==> src/wsi_pkg.sv <==
// ----------------------------------------------------------------------------
// wsi_pkg
// Types, constants and helpers of the water scaling index pipeline.
// ----------------------------------------------------------------------------
`timescale 1ns / 1ps
`default_nettype none

package wsi_pkg;

  localparam int LOG_ITERS = 40;
  localparam int RT_ITERS  = 30;
  localparam int DV_STEPS  = 21;
  localparam int KD_STEPS  = 42;

  // log10(2) in Q60, split for the partial products
  localparam logic [58:0] LOG10_2_Q60 = 59'd347063955532709821;
  localparam logic [29:0] LOG10_2_HI  = LOG10_2_Q60[58:29];
  localparam logic [28:0] LOG10_2_LO  = LOG10_2_Q60[28:0];

  localparam logic signed [24:0] FT_BASE  = 25'sd5394384;
  localparam logic [6:0]         FT_SLOPE = 7'd115;
  localparam logic [24:0]        DEN_BASE = 25'd655360;
  localparam logic [5:0]         DEN_I    = 6'd55;
  localparam logic [13:0]        DEN_SQ   = 14'd13568;
  localparam logic [9:0]         DEN_MUL  = 10'd1000;

  typedef struct packed {
    logic               vld;
    logic               zero;
    logic [15:0]        ph;
    logic [18:0]        is;
    logic [15:0]        t;
    logic signed [16:0] lk;
  } wsi_side_t;

  typedef struct packed {
    wsi_side_t   side;
    logic [31:0] ca;
    logic [31:0] hc;
  } wsi_in_t;

  typedef struct packed {
    logic               vld;
    logic               zero;
    logic [15:0]        ph;
    logic [18:0]        is;
    logic [15:0]        t;
    logic signed [48:0] phs;
  } wsi_lp_t;

  typedef struct packed {
    logic               vld;
    logic               zero;
    logic [15:0]        ph;
    logic signed [48:0] phs;
    logic [41:0]        k40;
  } wsi_sd_t;

  typedef struct packed {
    logic        strobe;
    logic        valid_res;
    logic [19:0] saturation_ph;
    logic [19:0] langelier_index;
    logic [19:0] ryznar_index;
    logic [15:0] stiff_davis_k;
    logic [19:0] corrected_saturation_ph;
    logic [19:0] stiff_davis_index;
  } wsi_res_t;

  // Q40 to Q12, nearest with halves up, saturated to 20 bits
  function automatic logic [19:0] sat_q12(input logic signed [52:0] v);
    logic signed [53:0] w;
    logic signed [25:0] q;
    w = $signed({v[52], v}) + $signed(54'd134217728);
    q = w[53:28];
    if (q > 26'sd524287) begin
      sat_q12 = 20'h7FFFF;
    end else if (q < -26'sd524288) begin
      sat_q12 = 20'h80000;
    end else begin
      sat_q12 = q[19:0];
    end
  endfunction

endpackage

`default_nettype wire

==> src/wsi_out.sv <==
// ----------------------------------------------------------------------------
// wsi_out
// Index differences, rounding to Q12 and saturation of the result beat.
// ----------------------------------------------------------------------------
`timescale 1ns / 1ps
`default_nettype none

module wsi_out import wsi_pkg::*; (
  input  wire logic clk,
  input  wire logic rst_n,
  input  wire wsi_sd_t sd_beat,
  output wsi_res_t     res
);

  logic signed [52:0] ph40, phsx, kx;
  logic               o1_vld_r, o1_zero_r;
  logic [41:0]        o1_k_r;
  logic signed [52:0] o1_sat_r, o1_li_r, o1_ri_r, o1_cp_r, o1_sdi_r;
  logic [42:0]        kw;
  wsi_res_t           res_r;

  assign ph40 = $signed({9'd0, sd_beat.ph, 28'd0});
  assign phsx = $signed({{4{sd_beat.phs[48]}}, sd_beat.phs});
  assign kx   = $signed({11'd0, sd_beat.k40});

  always_ff @(posedge clk) begin
    if (!rst_n) begin
      o1_vld_r <= 1'b0;
    end else begin
      o1_vld_r  <= sd_beat.vld;
      o1_zero_r <= sd_beat.zero;
      o1_k_r    <= sd_beat.k40;
      o1_sat_r  <= phsx;
      o1_li_r   <= ph40 - phsx;
      o1_ri_r   <= (phsx <<< 1) - ph40;
      o1_cp_r   <= phsx + kx;
      o1_sdi_r  <= ph40 - phsx - kx;
    end
  end

  assign kw = {1'b0, o1_k_r} + 43'd134217728;

  always_ff @(posedge clk) begin
    if (!rst_n) begin
      res_r.strobe <= 1'b0;
    end else begin
      res_r.strobe <= o1_vld_r;
      if (o1_zero_r) begin
        res_r.valid_res               <= 1'b0;
        res_r.saturation_ph           <= '0;
        res_r.langelier_index         <= '0;
        res_r.ryznar_index            <= '0;
        res_r.stiff_davis_k           <= '0;
        res_r.corrected_saturation_ph <= '0;
        res_r.stiff_davis_index       <= '0;
      end else begin
        res_r.valid_res               <= 1'b1;
        res_r.saturation_ph           <= sat_q12(o1_sat_r);
        res_r.langelier_index         <= sat_q12(o1_li_r);
        res_r.ryznar_index            <= sat_q12(o1_ri_r);
        res_r.stiff_davis_k           <= 16'(kw[42:28]);
        res_r.corrected_saturation_ph <= sat_q12(o1_cp_r);
        res_r.stiff_davis_index       <= sat_q12(o1_sdi_r);
      end
    end
  end

  assign res = res_r;

endmodule

`default_nettype wire

==> config.mk <==
export PLATFORM = sky130hd
export DESIGN_NAME = wsi_out
export DESIGN_NICKNAME = d
export VERILOG_FILES = /design/src/wsi_pkg.sv /design/src/wsi_out.sv
export SDC_FILE = /design/constraint.sdc
export NUM_CORES = 1
export LEC_CHECK = 0
export ABC_CLOCK_PERIOD_IN_PS = 11930
export BUFFER_PORTS_ARGS = -buffer_cell sky130_fd_sc_hd__buf_2
export CAP_MARGIN = 20
export CORE_AREA = 2 2 206 208
export CTS_BUF_LIST = sky130_fd_sc_hd__clkbuf_8
export DETAILED_ROUTE_END_ITERATION = 16
export DIE_AREA = 0 0 208 210
export PLACE_DENSITY = 0.56
export SLEW_MARGIN = 30
export SYNTH_ARGS = -nofsm -noshare
export SYNTH_HDL_FRONTEND = slang
export SYNTH_SLANG_ARGS = --single-unit
==> constraint.sdc <==
create_clock -name clk -period 11.93 [get_ports clk]
set_input_delay 2.386 -clock clk [delete_from_list [all_inputs] [get_ports clk]]
set_output_delay 2.386 -clock clk [all_outputs]
set_load 0.02 [all_outputs]
Word level (Yosys, flattened, before mapping)
Index checks and enable logic that the tools add are counted.

storage, ports and cells
  register bits = 413
  input port bits = 111
  output and inout bits = 118
  logic and storage cells = 58

operators by class
  $add $sub $neg = 10
  $lt $le $gt $ge = 10
  mux-type cells = 11
  reduce and logical (&&, ||, !) cells = 5

operators by type and width
  operator                                                                            count
  20-bit 2-to-1 mux                                                                   10
  117-bit 2-to-1 mux                                                                  1
  51-bit by 29-bit adder with 52-bit output (second input constant)                   2
  26-bit by 20-bit greater-than comparator with 1-bit output (second input constant)  4
  26-bit by 20-bit < comparator with 1-bit output (second input constant)             4
  50-bit by 29-bit adder with 51-bit output (second input constant)                   2
  50-bit by 43-bit subtractor with 51-bit output                                      1
  50-bit by 45-bit subtractor with 51-bit output                                      1
  49-bit by 29-bit adder with 50-bit output (second input constant)                   1
  49-bit by 43-bit adder with 50-bit output                                           1
  45-bit by 49-bit subtractor with 50-bit output                                      1
  42-bit by 28-bit adder with 43-bit output (second input constant)                   1
  22-bit by 20-bit greater-than comparator with 1-bit output (second input constant)  1
  22-bit by 20-bit < comparator with 1-bit output (second input constant)             1
  2-bit OR reduction                                                                  5

Longest topological paths before layout
  depth in word-level cells = 5
  mapped depth = 22
  mapped depth without buffers = 22

Least setup slack after synthesis
No wires, ideal clock.

  kind = in2reg
  from = input port sd_beat[52] (netlist bit)
  to = register o1_sdi_r[48] (data pin)
  setup time = 0.268 ns
  data arrival time = 6.262 ns
  required time = 11.662 ns
  path slack = 5.400 ns
  stages on the path = 16
  path buffers = 0
  path through = or4_4 > or3_1 > or2_2 > nor3_1 > xnor2_1 > ha_1 > nand4_1 > nor3_1 > or4_1 > o41ai_2 > a21bo_2 > a31oi_1 > nor4_4 > nand2_2 > nor2_2 > xor2_1

on the way
  longest elaborated chain between the ends = 2

ends and longest elaborated chain
  element                                         line           source
  start, declared                                 wsi_out.sv:11  input wire wsi_sd_t sd_beat,
  45-bit by 49-bit subtractor with 50-bit output  wsi_out.sv:37  o1_sdi_r <= ph40 - phsx - kx;
  50-bit by 43-bit subtractor with 51-bit output  wsi_out.sv:37
  end signal, assigned                            wsi_out.sv:37
  end, declared                                   wsi_out.sv:18  logic signed [52:0] o1_sat_r, o1_li_r, o1_ri_r, o1_cp_r, o1_sdi_r;

No other way between the ends.
A chain may end at the register's enable or synchronous reset.

Worst setup path after layout
  from = input port sd_beat[52] (netlist bit)
  to = register o1_sdi_r[36] (data pin)

The elaborated chain is that of the path after synthesis.

==> flow_summary.ini <==
[outcome]
status = completed

[clock_tree]
cts_resized = 0
cts_buffers = 43
post-cts-setup-buffers = 0
hold_buffers = 0
clk_pin_slew_worst_paths_ns = 0.06
root_buffer = clkbuf_8
cts_tree = yes
cts_sinks = 250
cts_max_level = 2
clockBufferDepth = 3
clock_latency_ns = 0.55

[place]
io_buffers = 227
dp_cells = 2374
place_hpwl_mm = 35.4
gp_congestion = 0.906

[critical_path]
crit_buf_inv = 1
cp.required_ns = 12.26
max_stage_delay_ns = 0.57
end_kind = flip-flop
critPathMaxFanout = 4
critPathArrivalTime_ns = 7.05
start_kind = input pin
worst_path_max_delay_cell = or4_4
crit_type = in -> reg
crit_chain = buf_2 > or4_4 > or3_1 > nor3_1 > nor3b_1 > nor3b_1 > xnor2_1 > ha_1 > nand4_1 > nor3_1 > o311a_1 > o41ai_2 > and2_1 > a21oi_1 > o21a_1 > o21a_1 > nor2_1 > a2111oi_0
cp_top_family = simple AND/OR/NAND/NOR gates

[synth]
synth_area_per_cell_um2 = 10.0
async_flop_share = 0
synthFlopType = edfxtp_1
synth_fp_nets = 1867
synthDistinctLibCells = 80
syn_area_um2 = 16400
synth.yosys.seq_area_share = 0.457
synth_cells = 1634
synth_edf_count = 248
synth_warnings = 0
ys_seq_elements = 250

[power]
power_density_nw_per_um2 = 133
leakagePower_nw = 7.90
ir_drop_v = 0.0000827

[floorplanning]
num_io_pins = 229
start_util = 0.395
dieHeight_um = 210
die-area_um2 = 43700
core-area_um2 = 41500
die_width_um = 208
rows = 75

[sta]
maxSlewHeadroom = 0.450
slew_viol_final = 0
setup_tns_ns = 0
skew_ns = 0.0292
max_freq_mhz = 149
tightest_slew_ns = 0.804
grt_setup_unrepaired = no
hold_violations = 0
setup_violations = 0
post-route-period-util = 0.563
layout_min_cycle_time_ns = 6.72

[route]
firstDrtPassIters = 5
drc_errors = 0
wire_per_inst_um = 17.9
viasPerCell = 5.30
wl_mm = 43.9
drtIter0Drc = 781
vias = 13000
ant_nets = 0

[cells_and_area]
final_cells = 2455
num-fill-cells = 4017
fin_nets = 2113
final_layout_size_suffix_gt1_frac = 0.164
syn_to_final_growth_pct = 15.2

[global_route]
track_usage = 0.196
grt_pass1_wl_mm = 67.5
grt_antenna_before_repair = 11
overflow = 0
grt_max_degree = 95
first_global_vias = 12500

[hold_path]
hold_path.class = reg -> reg

[run]
drv_cap = 0
[layer usage]
layer / wire, um / global-route usage
met1: 18800 / 0.244
met2: 22000 / 0.348
met3: 2060 / 0.0346
met4: 1080 / 0.0607
met5: 78 / 0
[metrics by stage]
| step | setup WS (ns) | util | power (W) | instance area [um2] | hold slack, ns |
|---|---|---|---|---|---|
| 6_report | 5.21 | 0.455 | 0.00250 | 18900 | 0.431 |
| 5_1_grt | 4.86 | 0.455 | 0.00265 | 18900 | 0.457 |
| 4_1_cts | 5.28 | 0.455 | 0.00254 | 18900 | 0.438 |
| 3_5_place_dp | 4.67 | 0.437 | 0.00184 | 18100 | 0.424 |
| 2_1_floorplan | 5.40 | - | 0.00162 | 16400 | 0.412 |
| 3_3_place_gp | 4.85 | 0.436 | 0.00184 | 18100 | 0.420 |
[state kept, by name (all words and copies together), names as in the netlist]
name and count:
res 117, o1_sdi_r 24, o1_cp_r 23, o1_li_r 23
o1_ri_r 23, o1_sat_r 23, o1_k_r 15, o1_vld_r 1
o1_zero_r 1
[where the power goes]
part           internal [W]  total [W]  switching (W)
Clock              0.000343   0.000679       0.000337
Sequential          0.00111    0.00120      0.0000827
Combinational      0.000245   0.000630       0.000384
[logic make-up (layout without fill, tap and decap cells)]
logic type	Yosys count	in the layout	share of synthesized area
buffers and inverters	148	426	0.0347
DFF	250	250	0.457
xor gates and xnor gates	197	197	0.106
other	1	5	0.000229
AOI/OAI and AO/OA	398	398	0.148
adders and majority gates	122	122	0.0936
and+or+nand+nor	517	517	0.160
muxes	1	1	0.000611
[final timing paths]
path                    start           end  slack (ns)  depth (start not counted)
setup / recovery  sd_beat[52]  o1_sdi_r[36]        5.21                         18
hold / removal       o1_vld_r      res[117]        0.43                          1
setup reg to reg  o1_cp_r[28]       res[38]        8.67                         10
hold reg to reg      o1_vld_r      res[117]        0.43                          1
[cell usage after synthesis (3+ instances only)]
master     instances  area (um2)
ha_1             121        1510
and4_1            12         105
nor4_1             7        43.8
xnor2_1          114         998
nor2_1           108         405
nor3_1            28         140
nor2b_1           20         125
xor2_1            82         718
a21boi_0           5        37.5
a21oi_1          133         666
and2_1            12        75.1
nand2_1          146         548
a31oi_1           16         100
nand4_1           31         194
nand2b_1           9        56.3
o21bai_1           8        60.1
o211ai_1           8        60.1
inv_1            115         432
buf_1              3        11.3
o31ai_1            6        45.0
nand3_1           70         350
or3_1             11        68.8
o2111ai_1          5        43.8
and3_1            32         200
or4_1              4        30.0
edfxtp_1         248        7450
a211oi_1           9        67.6
or2_2              6        37.5
o21a_1            10        75.1
o32ai_1            3        26.3
clkbuf_1          25        93.8
o21ai_0          112         561
a21o_1            54         405
[layout make-up]
class                   instances  area, um2  area share
multi-input cells            1236       8330       0.441
flip-flops and latches        250       7490       0.397
repair buffers                232       1190      0.0630
well taps                     539        674      0.0357
clock buffers                  44        606      0.0321
inverters                     117        439      0.0233
clock inverters                33        140     0.00742
diodes                          4       10.0    0.000530
[layout by cell type (no fill, tap or decap), types with 3 or more instances in the layout]
master	synthesis	layout
xnor2_1	114	114
o32ai_1	3	3
clkinv_2	0	6
o211ai_1	8	8
o2111ai_1	5	5
edfxtp_1	248	248
or4_1	4	4
a211oi_1	9	9
and2_1	12	12
o21bai_1	8	8
buf_2	1	227
and3_1	32	32
o21a_1	10	10
nand3_1	70	70
a21oi_1	133	132
nand2_1	146	146
nor4_1	7	7
clkbuf_8	0	44
a21o_1	54	54
a21boi_0	5	5
nor2_1	108	108
nand2b_1	9	9
inv_1	115	129
o31ai_1	6	6
and4_1	12	12
clkinv_1	1	12
nand4_1	31	31
nor3_1	28	28
xor2_1	82	82
a31oi_1	16	16
or3_1	11	11
or2_2	6	6
diode_2	0	4
o21ai_0	112	112
ha_1	121	121
nor2b_1	20	20
Note: power is estimated with default switching activity, not from simulation.
